## src/hw/rtl/lps_pkg.sv

```systemverilog
// Shared types, constants and saturating helpers for the LU pivot linear solver.
// No dependencies; every other file of the solver imports this package.
package lps_pkg;

	localparam int DATA_W        = 32;
	localparam int IDX_W         = 4;
	localparam int CMD_W         = 2;
	localparam int SIZE_W        = 5;
	localparam int N_MAX_DEF     = 16;
	localparam int FRAC_BITS_DEF = 16;

	localparam logic [CMD_W-1:0] CMD_LOAD_A = 2'd0;
	localparam logic [CMD_W-1:0] CMD_LOAD_B = 2'd1;
	localparam logic [CMD_W-1:0] CMD_SOLVE  = 2'd2;

	localparam logic signed [DATA_W-1:0] SAT_MAX = 32'sh7FFF_FFFF;
	localparam logic signed [DATA_W-1:0] SAT_MIN = 32'sh8000_0000;

	typedef struct packed {
		logic [CMD_W-1:0]         cmd;
		logic [IDX_W-1:0]         row_index;
		logic [IDX_W-1:0]         col_index;
		logic signed [DATA_W-1:0] element_value;
	} lps_item_t;

	typedef struct packed {
		logic [IDX_W-1:0]         solution_index;
		logic signed [DATA_W-1:0] solution_value;
		logic                     singular;
		logic                     overflow;
		logic                     last;
	} lps_result_t;

	// Saturated value with its overflow mark
	typedef struct packed {
		logic                     ovf;
		logic signed [DATA_W-1:0] val;
	} lps_sat_t;

	// Divider completion, one-cycle strobe
	typedef struct packed {
		logic                     done;
		logic                     ovf;
		logic signed [DATA_W-1:0] q;
	} lps_div_res_t;

	function automatic lps_sat_t fx_sat64(input logic signed [63:0] v);
		lps_sat_t r;
		r.ovf = 1'b0;
		r.val = v[DATA_W-1:0];
		if (v > 64'(SAT_MAX)) begin
			r.ovf = 1'b1;
			r.val = SAT_MAX;
		end else if (v < 64'(SAT_MIN)) begin
			r.ovf = 1'b1;
			r.val = SAT_MIN;
		end
		return r;
	endfunction

	function automatic lps_sat_t fx_sub_sat(input logic signed [DATA_W-1:0] a,
		input logic signed [DATA_W-1:0] b);
		return fx_sat64(64'(a) - 64'(b));
	endfunction

	function automatic logic [DATA_W-1:0] fx_mag(input logic signed [DATA_W-1:0] v);
		return v[DATA_W-1] ? DATA_W'(-v) : DATA_W'(v);
	endfunction

endpackage

```

## src/hw/rtl/lps_div.sv

```systemverilog
// Bit-serial fixed-point divider: (a * 2^FRAC_BITS) / d, rounded to nearest,
// ties away from zero, saturated to 32 bits. Depends on lps_pkg.
module lps_div #(
	parameter int FRAC_BITS = lps_pkg::FRAC_BITS_DEF
) (
	input  logic                             clk,
	input  logic                             arst_n,
	input  logic                             start,
	input  logic signed [lps_pkg::DATA_W-1:0] a,
	input  logic signed [lps_pkg::DATA_W-1:0] d,
	output lps_pkg::lps_div_res_t            res
);
	import lps_pkg::*;

	localparam int W  = DATA_W + FRAC_BITS;
	localparam int CW = $clog2(W + 1);

	logic              run_q, fin_q, neg_q;
	logic [CW-1:0]     cnt_q;
	logic [W-1:0]      quo_q;
	logic [DATA_W-1:0] rem_q, ud_q;
	lps_div_res_t      res_q;

	logic [DATA_W:0]   rem2;
	logic              ge;
	logic [DATA_W-1:0] ua, ud;
	logic [W-1:0]      q_lim;

	assign ua    = fx_mag(a);
	assign ud    = fx_mag(d);
	assign rem2  = {rem_q, quo_q[W-1]};
	assign ge    = rem2 >= {1'b0, ud_q};
	assign q_lim = W'({1'b1, {(DATA_W-1){1'b0}}});
	assign res   = res_q;

	// Load operands, shift one quotient bit a cycle, then saturate
	always_ff @(posedge clk or negedge arst_n) begin
		if (!arst_n) begin
			run_q <= 1'b0;
			fin_q <= 1'b0;
			neg_q <= 1'b0;
			cnt_q <= '0;
			quo_q <= '0;
			rem_q <= '0;
			ud_q  <= '0;
			res_q <= '0;
		end else begin
			res_q.done <= 1'b0;
			if (start) begin
				if (d == '0) begin
					res_q.done <= 1'b1;
					res_q.ovf  <= 1'b1;
					res_q.q    <= a[DATA_W-1] ? SAT_MIN : SAT_MAX;
				end else begin
					neg_q <= a[DATA_W-1] ^ d[DATA_W-1];
					ud_q  <= ud;
					rem_q <= '0;
					quo_q <= (W'(ua) << FRAC_BITS) + W'(ud >> 1);
					cnt_q <= CW'(W);
					run_q <= 1'b1;
				end
			end else if (run_q) begin
				rem_q <= ge ? DATA_W'(rem2 - {1'b0, ud_q}) : DATA_W'(rem2);
				quo_q <= {quo_q[W-2:0], ge};
				cnt_q <= cnt_q - 1'b1;
				if (cnt_q == CW'(1)) begin
					run_q <= 1'b0;
					fin_q <= 1'b1;
				end
			end else if (fin_q) begin
				fin_q      <= 1'b0;
				res_q.done <= 1'b1;
				if (!neg_q && quo_q >= q_lim) begin
					res_q.ovf <= 1'b1;
					res_q.q   <= SAT_MAX;
				end else if (neg_q && quo_q > q_lim) begin
					res_q.ovf <= 1'b1;
					res_q.q   <= SAT_MIN;
				end else begin
					res_q.ovf <= 1'b0;
					res_q.q   <= neg_q ? -DATA_W'(quo_q) : DATA_W'(quo_q);
				end
			end
		end
	end

	a_start_idle: assert property (@(posedge clk) disable iff (!arst_n)
		start |-> !run_q && !fin_q)
		else $error("divider started while busy");
	a_done_after_fin: assert property (@(posedge clk) disable iff (!arst_n)
		fin_q |=> res_q.done)
		else $error("divider finished without strobe");
	a_run_ends: assert property (@(posedge clk) disable iff (!arst_n)
		run_q && cnt_q == CW'(1) |=> fin_q && !run_q)
		else $error("divider count did not end the run");

endmodule

```

## config.mk

```make
export PLATFORM = sky130hd
export DESIGN_NAME = lps_div
export DESIGN_NICKNAME = d
export VERILOG_FILES = /design/src/hw/rtl/lps_pkg.sv /design/src/hw/rtl/lps_div.sv
export SDC_FILE = /design/constraint.sdc
export NUM_CORES = 1
export LEC_CHECK = 0
export ABC_AREA = 1
export BUFFER_PORTS_ARGS = -buffer_cell sky130_fd_sc_hd__buf_2
export CAP_MARGIN = 20
export CORE_UTILIZATION = 57
export CTS_CLUSTER_DIAMETER = 200
export DETAILED_ROUTE_END_ITERATION = 6
export GPL_TIMING_DRIVEN = 1
export PLACE_DENSITY = 0.74
export SYNTH_ARGS = -nofsm -noshare
export SYNTH_HDL_FRONTEND = slang
export SYNTH_SLANG_ARGS = --single-unit
```

## constraint.sdc

```tcl
create_clock -name clk -period 3.22 [get_ports clk]
set_clock_uncertainty 0.2 [all_clocks]
set_input_delay 0.322 -clock clk [delete_from_list [all_inputs] [get_ports clk]]
set_output_delay 0.322 -clock clk [all_outputs]
set_load 0.03 [all_outputs]
```

==> Yosys cells after proc, flatten, opt, wreduce, memory -nomap -nowiden <==
Cells that the tools add are included.
{ "classes": {"reduce_logical": 10, "order_cmp": 3, "eq_ne": 5, "bitwise_logic": 3, "muxes": 26, "add_sub_neg": 6} }
{ "ops": {"columns": ["cell", "n"], "rows": [
  ["32-bit two-way mux", 8],
  ["48-bit two-way mux", 3],
  ["34-bit two-way mux", 4],
  ["32-bit negation", 3],
  ["33-bit two-way mux", 2],
  ["48-bit by 31-bit adder with 48-bit output", 1],
  ["48-bit by 32-bit >= comparator with 1-bit output, second input constant", 1],
  ["48-bit by 32-bit > comparator with 1-bit output, second input constant", 1],
  ["33-bit by 32-bit >= comparator with 1-bit output", 1],
  ["32-bit zero test", 1],
  ["32-bit subtractor", 1],
  ["6-bit two-way mux", 3],
  ["6-bit by 1-bit equality test with 1-bit output, second input constant", 1],
  ["1-bit two-way mux", 6],
  ["2-bit AND reduction", 3],
  ["6-bit by 1-bit subtractor with 6-bit output, second input constant", 1],
  ["2-bit by 1-bit inequality test with 1-bit output, second input constant", 2],
  ["2-bit inequality test, second input constant", 2],
  ["2-bit nonzero test", 2],
  ["3-bit AND reduction", 1],
  ["1-bit logical AND", 2],
  ["1-bit inverter", 2],
  ["1-bit zero test", 1],
  ["1-bit XOR", 1]
]} }
{ "totals": {"in_bits": 67, "reg_bits": 155, "output_inout_bits": 34} }

==> Longest topological paths before layout <==
Gate-level depths: netlist (run 1).
{ "depth": {"ltp_word": 7, "depth_mapped": 26} }

==> Least setup slack after synthesis (run 1) <==
OpenSTA, ideal clock, no wires.
{ "synth_path": {"kind": "input-to-reg", "startpoint": "input port d[0] (netlist name)", "endpoint": "register quo_q[30]", "setup_slack_ns": -0.616, "path_stages": 22, "path_buffers": 0, "setup_time_ns": 0.132, "t_arrival_ns": 3.504, "cell_sequence": "inv_1 -> ha_1 -> nand3_2 -> nor2_1 -> nand2_2 -> o21ai_0 -> o21ai_1 -> a21oi_1 -> xnor2_1 -> inv_1 -> fa_1 -> nor2_1 -> nor2_1 -> o31ai_1 -> nand4_1 -> nand2_1 -> nand2_1 -> nand2_2 -> xor2_1 -> nand2_1 -> nand3_1 -> o21ai_1"} }
{ "synth_between": {"elab_chain_cells": 5, "word_cells_on_any_way": 8, "classes_between": "add/sub (2); eq/ne (1); mux (3); reduce/logical (2)"} }
{ "synth_rtl": {"columns": ["element", "line", "text"], "rows": [
  ["start, declared", "lps_div.sv:10", "input logic signed [lps_pkg::DATA_W-1:0] d,"],
  ["32-bit negation", "lps_pkg.sv:67", "return v[DATA_W-1] ? DATA_W'(-v) : DATA_W'(v);"],
  ["32-bit two-way mux", "lps_pkg.sv:67", null],
  ["net ud[18]", "lps_div.sv:26", "logic [DATA_W-1:0] ua, ud;"],
  ["48-bit by 31-bit adder with 48-bit output", "lps_div.sv:58", "quo_q <= (W'(ua) << FRAC_BITS) + W'(ud >> 1);"],
  ["48-bit two-way mux", "lps_div.sv:50", "if (d == '0) begin"],
  ["48-bit two-way mux", "lps_div.sv:49", "if (start) begin"],
  ["end signal, assigned", "lps_div.sv:58", null],
  ["end signal, assigned", "lps_div.sv:64", "quo_q <= {quo_q[W-2:0], ge};"],
  ["end, declared", "lps_div.sv:20", "logic [W-1:0] quo_q;"]
]} }
The timed path passes the listed nets, and every way through them passes these cells. The select of a mux whose other input is x is not followed.
A chain may end at the register's enable or synchronous reset.

==> Worst setup path in the final report (run 1) <==
{ "layout_path": {"startpoint": "input port d[1] (netlist name)", "endpoint": "register quo_q[35]"} }
Same word-level chain as after synthesis.

==> results of run 1 <==
[worst register-to-register path: stages (launching register included)]
cell and delay (ns):
sky130_fd_sc_hd__dfrtp_1 0.45, sky130_fd_sc_hd__inv_1 0.08, sky130_fd_sc_hd__ha_1 0.25, sky130_fd_sc_hd__fa_1 0.42, sky130_fd_sc_hd__o21ai_2 0.19, sky130_fd_sc_hd__a21oi_1 0.13
sky130_fd_sc_hd__buf_4 0.16, sky130_fd_sc_hd__nor2_1 0.12, sky130_fd_sc_hd__nor2_2 0.07, sky130_fd_sc_hd__o21ai_1 0.21, sky130_fd_sc_hd__nand2_1 0.08, sky130_fd_sc_hd__nand2_1 0.13
sky130_fd_sc_hd__a21oi_1 0.10, sky130_fd_sc_hd__or2_1 0.22, sky130_fd_sc_hd__nand3_1 0.06, sky130_fd_sc_hd__nand3_1 0.07, sky130_fd_sc_hd__nand2_1 0.06
[metal layers]
| layer | global-route usage [%] | up-vias |
|---|---|---|
| met5 | 0 | - |
| met4 | 10.60 | 0 |
| met3 | 6.515 | 87 |
| met2 | 54.52 | 570 |
| met1 | 49.79 | 6073 |
| li1 | - | 6582 |
[cell usage in the layout (no fill, tap or decap), types with 5 or more instances in the layout]
cell                        count
sky130_fd_sc_hd__clkbuf_16     17
sky130_fd_sc_hd__ha_4           7
sky130_fd_sc_hd__nand4_1       28
sky130_fd_sc_hd__buf_4        147
sky130_fd_sc_hd__ha_1          43
sky130_fd_sc_hd__o21ai_2       13
sky130_fd_sc_hd__a31oi_1        5
sky130_fd_sc_hd__o211ai_1      19
sky130_fd_sc_hd__nand2_1      476
sky130_fd_sc_hd__a21o_1         5
sky130_fd_sc_hd__inv_8          7
sky130_fd_sc_hd__nor4_1         6
sky130_fd_sc_hd__xor2_1        54
sky130_fd_sc_hd__o21ai_0      172
sky130_fd_sc_hd__dfrtp_1      155
sky130_fd_sc_hd__nor3_2         5
sky130_fd_sc_hd__nand3b_1       5
sky130_fd_sc_hd__nand3_1      118
sky130_fd_sc_hd__o21a_1         6
sky130_fd_sc_hd__a21oi_1       87
sky130_fd_sc_hd__o21ai_1       26
sky130_fd_sc_hd__nor2_1       177
sky130_fd_sc_hd__inv_1        188
sky130_fd_sc_hd__a21oi_2       12
sky130_fd_sc_hd__nor2_2        18
sky130_fd_sc_hd__nand3_2       24
sky130_fd_sc_hd__nand2_4        8
sky130_fd_sc_hd__nor2_4        15
sky130_fd_sc_hd__inv_2         16
sky130_fd_sc_hd__nand2_2       32
sky130_fd_sc_hd__buf_2         96
sky130_fd_sc_hd__nor3_1        16
sky130_fd_sc_hd__or2_2          5
sky130_fd_sc_hd__xnor2_1       24
[sequential cells by signal, indices dropped and copies added, names as in the netlist]
signal and cells:
cnt_q 6, run_q 1, neg_q 1, rem_q 32, res 34, ud_q 32
fin_q 1, quo_q 48
[area by class of cell]
class | instances | area [um2] | area share, %
Clock buffer | 17 | 425.4 | 2.736
Multi-Input combinational cell | 1456 | 8152 | 52.43
Timing Repair Buffer | 254 | 1739 | 11.19
Sequential cell | 155 | 3879 | 24.95
Tap cell | 280 | 350.3 | 2.254
Clock inverter | 15 | 173.9 | 1.119
Inverter | 210 | 827.0 | 5.320
[kinds of logic (layout without fill, tap and decap cells)]
logic type	count (synthesis)	after routing	share of synthesized area (%)
adder cells (fa/ha/maj)	53	53	5.384
flip-flops	155	155	30.79
buffers and inverters	270	496	8.473
AND/OR/NAND/NOR	950	950	33.39
AO/OA/AOI/OAI	368	368	15.99
XOR/XNOR	85	85	5.970
[per-stage QoR]
stage               instance area, um2  setup slack, ns  utilization (%)  total power [uW]
floorplan                        12720          -0.1010                -              5759
global placement                 14400          -0.4555            66.18              6881
detailed placement               14400          -0.4919            66.18              6969
CTS                              15150         0.001362            69.62              9090
global route                     15550          -0.3716            71.46              9981
finish                           15550          -0.1167            71.46              9284
[how the worst min path moves through the flow]
stage / startpoint / to / slack [ns]
detailed placement: arst_n / res[4]$_DFFE_PN0P_ / 0.19
CTS: d[2] / ud_q[2]$_DFFE_PN0P_ / 0.09
floorplan: arst_n / cnt_q[0]$_DFFE_PN0P_ / -0.17
global placement: arst_n / res[4]$_DFFE_PN0P_ / 0.19
global route: d[2] / ud_q[2]$_DFFE_PN0P_ / 0.09
finish: d[2] / ud_q[2]$_DFFE_PN0P_ / 0.08
[power groups by stage]
stage,Clock [uW],Sequential (uW),Combinational [uW]
after detailed placement,0,2670,4300
final,2070,2650,4560
after global placement,0,2660,4220
after floorplan,0,2580,3180
after CTS,2090,2640,4360
after global routing,2160,2700,5120
[timing repair]
action,4_1_cts,5_1_grt
gates cloned,0,0
hold buffers,2,0
pin swaps,13,23
endpoints found under the setup margin,22,37
buffers inserted,5,5
resized for setup,18,83
endpoints found under the hold margin,74,0
==> results, run 1 <==
- The global-route usage over all layers is a little over a third.
- In this run the clock root is driven by a sky130_fd_sc_hd__clkbuf_16.
- The critical path runs through a total of 25 cells.
- The initial utilization of the core area, before any placement, comes to a little under 60%.
- The internal portion of the total power is 5141 uW.
- The worst hold path passes through 4 cells.
- The number of clock buffers inserted by TritonCTS is 17.
- Across the run, the number of max-cap violations was 0.
- Yosys printed 0 warnings.
- The number of cell instances on the worst register-to-register path is 16.
- The final count of negative-setup-slack endpoints is 18.
- The placed wire-length estimate is 29850 um.
- The average wire length per cell after detail routing is 16.38 um.
- On the critical path, the stage with the largest delay is an instance of sky130_fd_sc_hd__ha_4.
- Of the total power, the share spent switching nets is between 40% and 50%.
- For this block, the routed nets add up to 39090 um of wire.
- The congestion estimate from routability-driven global placement came to around 0.98.
- The longest individual stage delay on the worst path is 0.27 ns.
- The finished layout holds 2387 standard cells, fillers aside.
- Global routing finished with a remaining overflow of 0.
- Counting flops with an async set or reset pin after synthesis yields a share of 100.0%.
- Sorting the synthesized cells by area gives the leading types as sky130_fd_sc_hd__dfrtp_1 (31%), sky130_fd_sc_hd__nand2_1 (15%), sky130_fd_sc_hd__o21ai_0 (7.2%), sky130_fd_sc_hd__inv_1 (5.8%), sky130_fd_sc_hd__nor2_1 (5.6%).
- For this run, the top clock speed supported by timing is around 300 MHz.
- TritonCTS built the clock tree.
- The smallest clock period supported by the final layout is computed as 3.337 ns.
- The number of DRC markers in iteration 0 is 1090.
- The first TritonRoute pass finished after 5 iterations.
- The fraction of power consumed by sequential logic is 28.6%.
- The die height is 150.7 um.
- After routing, the total negative slack on setup checks comes to -0.9942 ns.
- The via density per instance is ~5.6.
- In this run the biggest area consumer among cell types represents 30.79% of the synthesized area.
- The depth of the CTS H-tree is 4.
- The clock net sink count is about 160.
- Combinational cells account for 49.1% of the total power.
- The worst setup path is captured at a register.
- STA classifies the critical path startpoint as an input port.
- The post-route worst hold slack is 0.07744 ns.
- The analysis attributes to cell leakage a power of 0.007769 uW.
- The fraction of layout instances using a drive strength above 1 is 22.07%.
- The initialized floorplan defines 54 standard-cell rows.
- The worst path buffer plus inverter count is 3.
- The wire length on met2 is between 15000 and 20000 um.
- The worst setup path is of the in2reg kind.
- The port buffer count is 100.
- The number of routed nets with antenna violations is 0.
- The end of the worst register-to-register path is rem_q[24]$_DFFE_PN0P_.
- The checks that failed: negative setup slack.
- IR analysis of the VDD net gives a maximum drop of 0.0006573 V.
- The floorplan step defined a core boundary enclosing 0.02176 mm2.
- The analysis attributes to net switching a power of 4143 uW.
- The overall die area is 0.02270 mm2.
- By instance count, the cell type seen most on the critical path is sky130_fd_sc_hd__nand2_1.
- The worst setup path startpoint is d[1].
- The longest clock path from root to sink contains 2 buffers.
- The final hold violation count came to 0.
- The clock transition at the registers of the reported paths is 0.08 ns.
- The detailed-routed wire length on met3 is 3320 um.
- The number of remaining DRC errors is 0.
- The max-slew violation total from the final report is 0.
- By instance count, the leading cell after synthesis is sky130_fd_sc_hd__nand2_1.
- The total placed cells including tap cells is approximately 2300.
- The post-synthesis net count is 2001.
- The area growth from synthesis to layout is 23.42%.
- The run finished, with violations left.
- The die is 150.7 um wide.
- A synthesized cell averages 6.696 um2.
- The netlist uses 60 different library cells.
- Setup repair after global routing could not meet its margin everywhere.
- In this run the worst path has a maximum fanout of 7.
- The register-to-register setup slack is about 0.17 ns.
- about 100 I/O pins were placed.
- The worst flop-to-flop path startpoint is quo_q[47]$_DFFE_PN0P_.
- The final worst setup slack is -0.1167 ns.
- Headroom to the max-slew limit came out at 33.60%.
- In this run the top signal layer used is met4.
- In the synthesized netlist the dominant register cell turns out to be sky130_fd_sc_hd__dfrtp_1.
- The power per cell area is 597.2 mW/mm2.
- By count the netlist is led by sky130_fd_sc_hd__nand2_1 (488), sky130_fd_sc_hd__inv_1 (195), sky130_fd_sc_hd__nor2_1 (187).
- The repair_antennas step left the layout with diodes totalling 0.
- The global-route wire length before repair is roughly 60000 um.
- The arrival time of data at the critical path endpoint is 3.46 ns.
- Broken down by cell family, the worst path's largest delay share belongs to simple AND/OR/NAND/NOR gates.
- The synthesized netlist occupies a cell area of 0.01260 mm2.
- Synthesis inferred 155 register bits.
- The end point of the critical path is quo_q[35]$_DFFE_PN0P_.
- The instance count of the mapped netlist is 1881.
- Of the available clock period, the critical path in the final layout requires 103.6%.
- In the final routing, the length of wire on met1 measures 17440 um.
- For this block, the via count after detailed routing is around 13000.
- Counting the fill cells in the layout gives 1818.
- Yosys mapped a number of flops with a built-in enable equal to 0.
- The initial antenna violation count is 0.
- For the pin with the worst max-slew slack, the measured transition is ~1 ns.
- The clock network power share is 22.3%.
- The type of the worst min-delay path is in2reg.
- In the final design database the tool counted 2214 nets.
- For the worst-skew pair, the clock arrives at the later sink with an insertion delay of 0.44 ns.
- Entering global routing, the biggest net connects 76 pins.
- At the worst endpoint, the required time is 3.34 ns.
- sky130_fd_sc_hd__dfrtp_1 takes more of the synthesized area than any other cell.
- The via count of the first global-routing pass is 12300.
- For this run, the register share of the synthesized area comes to 30.79%.
No activity file was read; power rests on OpenSTA's default activity.
==> run 2: changes to the inputs <==
--- a/config.mk
+++ b/config.mk
@@ -9,4 +9,5 @@
 export BUFFER_PORTS_ARGS = -buffer_cell sky130_fd_sc_hd__buf_2
 export CAP_MARGIN = 20
+export CORE_MARGIN = 2
 export CORE_UTILIZATION = 57
 export CTS_CLUSTER_DIAMETER = 200
==> constraint.sdc (replaced) <==
create_clock -name clk -period 3.22 [get_ports clk]
set_clock_uncertainty 0.2 [all_clocks]
set_input_delay 0.805 -clock clk [delete_from_list [all_inputs] [get_ports clk]]
set_output_delay 0.805 -clock clk [all_outputs]
set_load 0.03 [all_outputs]
==> results, run 2 (same netlist as run 1, synthesis figures left out) <==
- The flow ran to the end, but the final reports show violations.
- The final reports fail on design-rule violations, negative setup slack.
- The most frequent standard cell in the layout excluding fill and tap cells is sky130_fd_sc_hd__nand2_1.
- The H-tree was split into 4 levels.
- The number of rows in the core area is between 50 and 60.
- Setup repair after global routing could not meet its margin everywhere.
- The die height is 152.7 um.
- In this run the worst path has a maximum fanout of 4.
- Clock tree synthesis inserted a total of 17 buffers.
- The final layout contains routed wiring with a total length of 40910 um.
- The arrival time of data at the critical path endpoint is 3.93 ns.
- The kind of cell with the highest combined delay along the critical path is compound AO/OA/AOI/OAI gates.
- The required time reported for the critical path endpoint is 3.35 ns.
- The first routing iteration left ~1200 violations.
- The TritonCTS clock tree is done.
- The via count of the first global-routing pass is 12950.
- Clock-pin slew was measured on the worst setup and hold paths at 0.08 ns.
- The power per cell area is 592.8 mW/mm2.
- The placed wire-length estimate is 30630 um.
- For this design, the slowest cell found on the critical path is sky130_fd_sc_hd__ha_1.
- From left edge to right edge, the die measures 152.7 um.
- The count of buffers added on input and output ports is 100.
- The share of the clock period used by the worst path after layout is 118.2%.
- The first TritonRoute pass finished after 7 iterations.
- The shortest period the worst path allows is 3.805 ns.
- The total overflow left after global routing is 0.
- The routed layout has roughly 14000 vias.
- The congestion estimate from routability-driven global placement came to 0.9724.
- The max-slew violation total from the final report was 0.
- The cell area after layout is 0.01631 mm2.
- Timing would allow up to between 200 and 300 MHz.
- The first global-routing pass estimated between 60000 and 70000 um of wire.
- The I/O pin count is 101.
- The number of routed nets with antenna violations is 0.
- The final hold violation count is 0.
- The die covers ~0.023 mm2.
- The number of remaining DRC errors is 1.
- The initial antenna violation count is 0.
- The critical path contains buffers and inverters numbering 7 combined.
- The final worst setup slack is -0.5855 ns.
- The largest net degree at the start of global routing is 57.
- The library cells used most frequently in the layout, excluding fill and tap cells, are sky130_fd_sc_hd__nand2_1 (470), sky130_fd_sc_hd__buf_4 (215), sky130_fd_sc_hd__inv_1 (189).
- After clock tree synthesis, the flow added hold-fix buffers numbering 0.
- The worst setup path is launched from an input port.
- The register with the most flip-flops in the layout has between 40 and 50 of them.
- The overall power after layout is 9668 uW.
- The final count of negative-setup-slack endpoints is 28.
- The net count of the finished layout is roughly 2300.
- The path class of the tightest hold or removal check is in2async.
- Fill cells in the final layout number 1737.
- The maximum buffer depth of the clock tree is 2.
- VDD sags by at most 0.0005250 V.
- In this design, the stage delay of the slowest critical-path cell is between 0.3 and 0.4 ns.
- The growth of design area from synthesis to finish is 29.48%.
- Prior to clock tree synthesis, the placed netlist has a worst setup slack of -1.120 ns.
- The critical path in this run is classified as in2reg.
- The via density per instance is 5.646.
- CTS placed an instance of sky130_fd_sc_hd__clkbuf_16 at the clock tree root.
- The initial core utilization is 57.90%.
- Global routing consumed, over all layers together, 34.53% of the routing resources.
- The actual transition at the worst max-transition pin is 0.5438 ns.
- Max-cap violations in this run came to 0.
- The repair_antennas step left the layout with diodes totalling 0.
- The clock latency at the later pin of the worst-skew pair is 0.44 ns.
- The element type at the critical path end is a register.
- Summing all placed instances gives a cell area of 0.01501 mm2.
- The tightest hold path in the finished design has a slack of 0.1001 ns.
- The average wire length per cell after detail routing is 16.61 um.
- For this design, the sink count on the clock tree is 155.
- The worst max-slew margin expressed relative to the limit is 63.61%.
- After floorplanning, the core was sized to cover about 0.022 mm2.
- In the final layout, the share of cells above drive strength 1 is 25.74%.
- The register bank with the most flops is quo_q.
- The analysis attributes to cell leakage a power of 0.008198 uW.
run 2: worst reg2reg max path: cells and delay by family, from the launching register on:
family          cells  cell delay, ns
simple gates        5            0.48
compound gates      5            0.95
fa+ha+maj           1            0.36
buf+inv             3            0.44
flops               1            0.43
run 2: path summary, 6_finish.rpt:
| check | endpoint | cells after the start | slack (ns) | start |
|---|---|---|---|---|
| hold / removal | res[3]$_DFFE_PN0P_ | 1 | 0.10 | arst_n |
| setup reg to reg | rem_q[13]$_DFFE_PN0P_ | 14 | 0.24 | rem_q[9]$_DFFE_PN0P_ |
| setup / recovery | quo_q[40]$_DFFE_PN0P_ | 26 | -0.59 | d[0] |
| min in group clk | res[23]$_DFFE_PN0P_ | 2 | 0.30 | res[23]$_DFFE_PN0P_ |
| max in group asynchronous | ud_q[26]$_DFFE_PN0P_ | 2 | 2.03 | arst_n |
| hold reg to reg | res[23]$_DFFE_PN0P_ | 2 | 0.30 | res[23]$_DFFE_PN0P_ |
run 2: timing repair:
item / CTS / global route
buffers inserted: 12 / 12
endpoints found under the setup margin: 28 / 35
gates resized for setup: 59 / 69
pin swaps: 38 / 71
run 2: report_power, final:
| group | switching (uW) | internal, uW |
|---|---|---|
| sequential | 338 | 2320 |
| combinational | 2910 | 1970 |
| clock | 1060 | 1060 |
run 2: per-layer routing:
layer  wire (um)  share of wire, %  track usage [%]
met5           0                 0                0
met4         916               2.2            9.347
met2       18450                45            54.11
met1       18000                44            50.37
met3        3553               8.7            4.693
run 2: area by class of cell:
class | instances | area, um2 | share of cell area [%]
clock inverters | 15 | 188.9 | 1.158
multi-input cells | 1456 | 8244 | 50.55
inverters | 210 | 827.0 | 5.071
flip-flops and latches | 155 | 3879 | 23.78
repair buffers | 330 | 2395 | 14.68
clock buffers | 17 | 425.4 | 2.608
well taps | 280 | 350.3 | 2.148
run 2: stage by stage:
step | std cells | TNS, ns | utilization, %
2_1_floorplan | 1881 | -11.07 | -
3_3_place_gp | 2410 | -24.11 | 69.00
3_5_place_dp | 2410 | -27.17 | 69.00
4_1_cts | 2454 | -13.40 | 73.22
5_1_grt | 2463 | -18.61 | 74.97
6_report | 2463 | -12.99 | 74.97
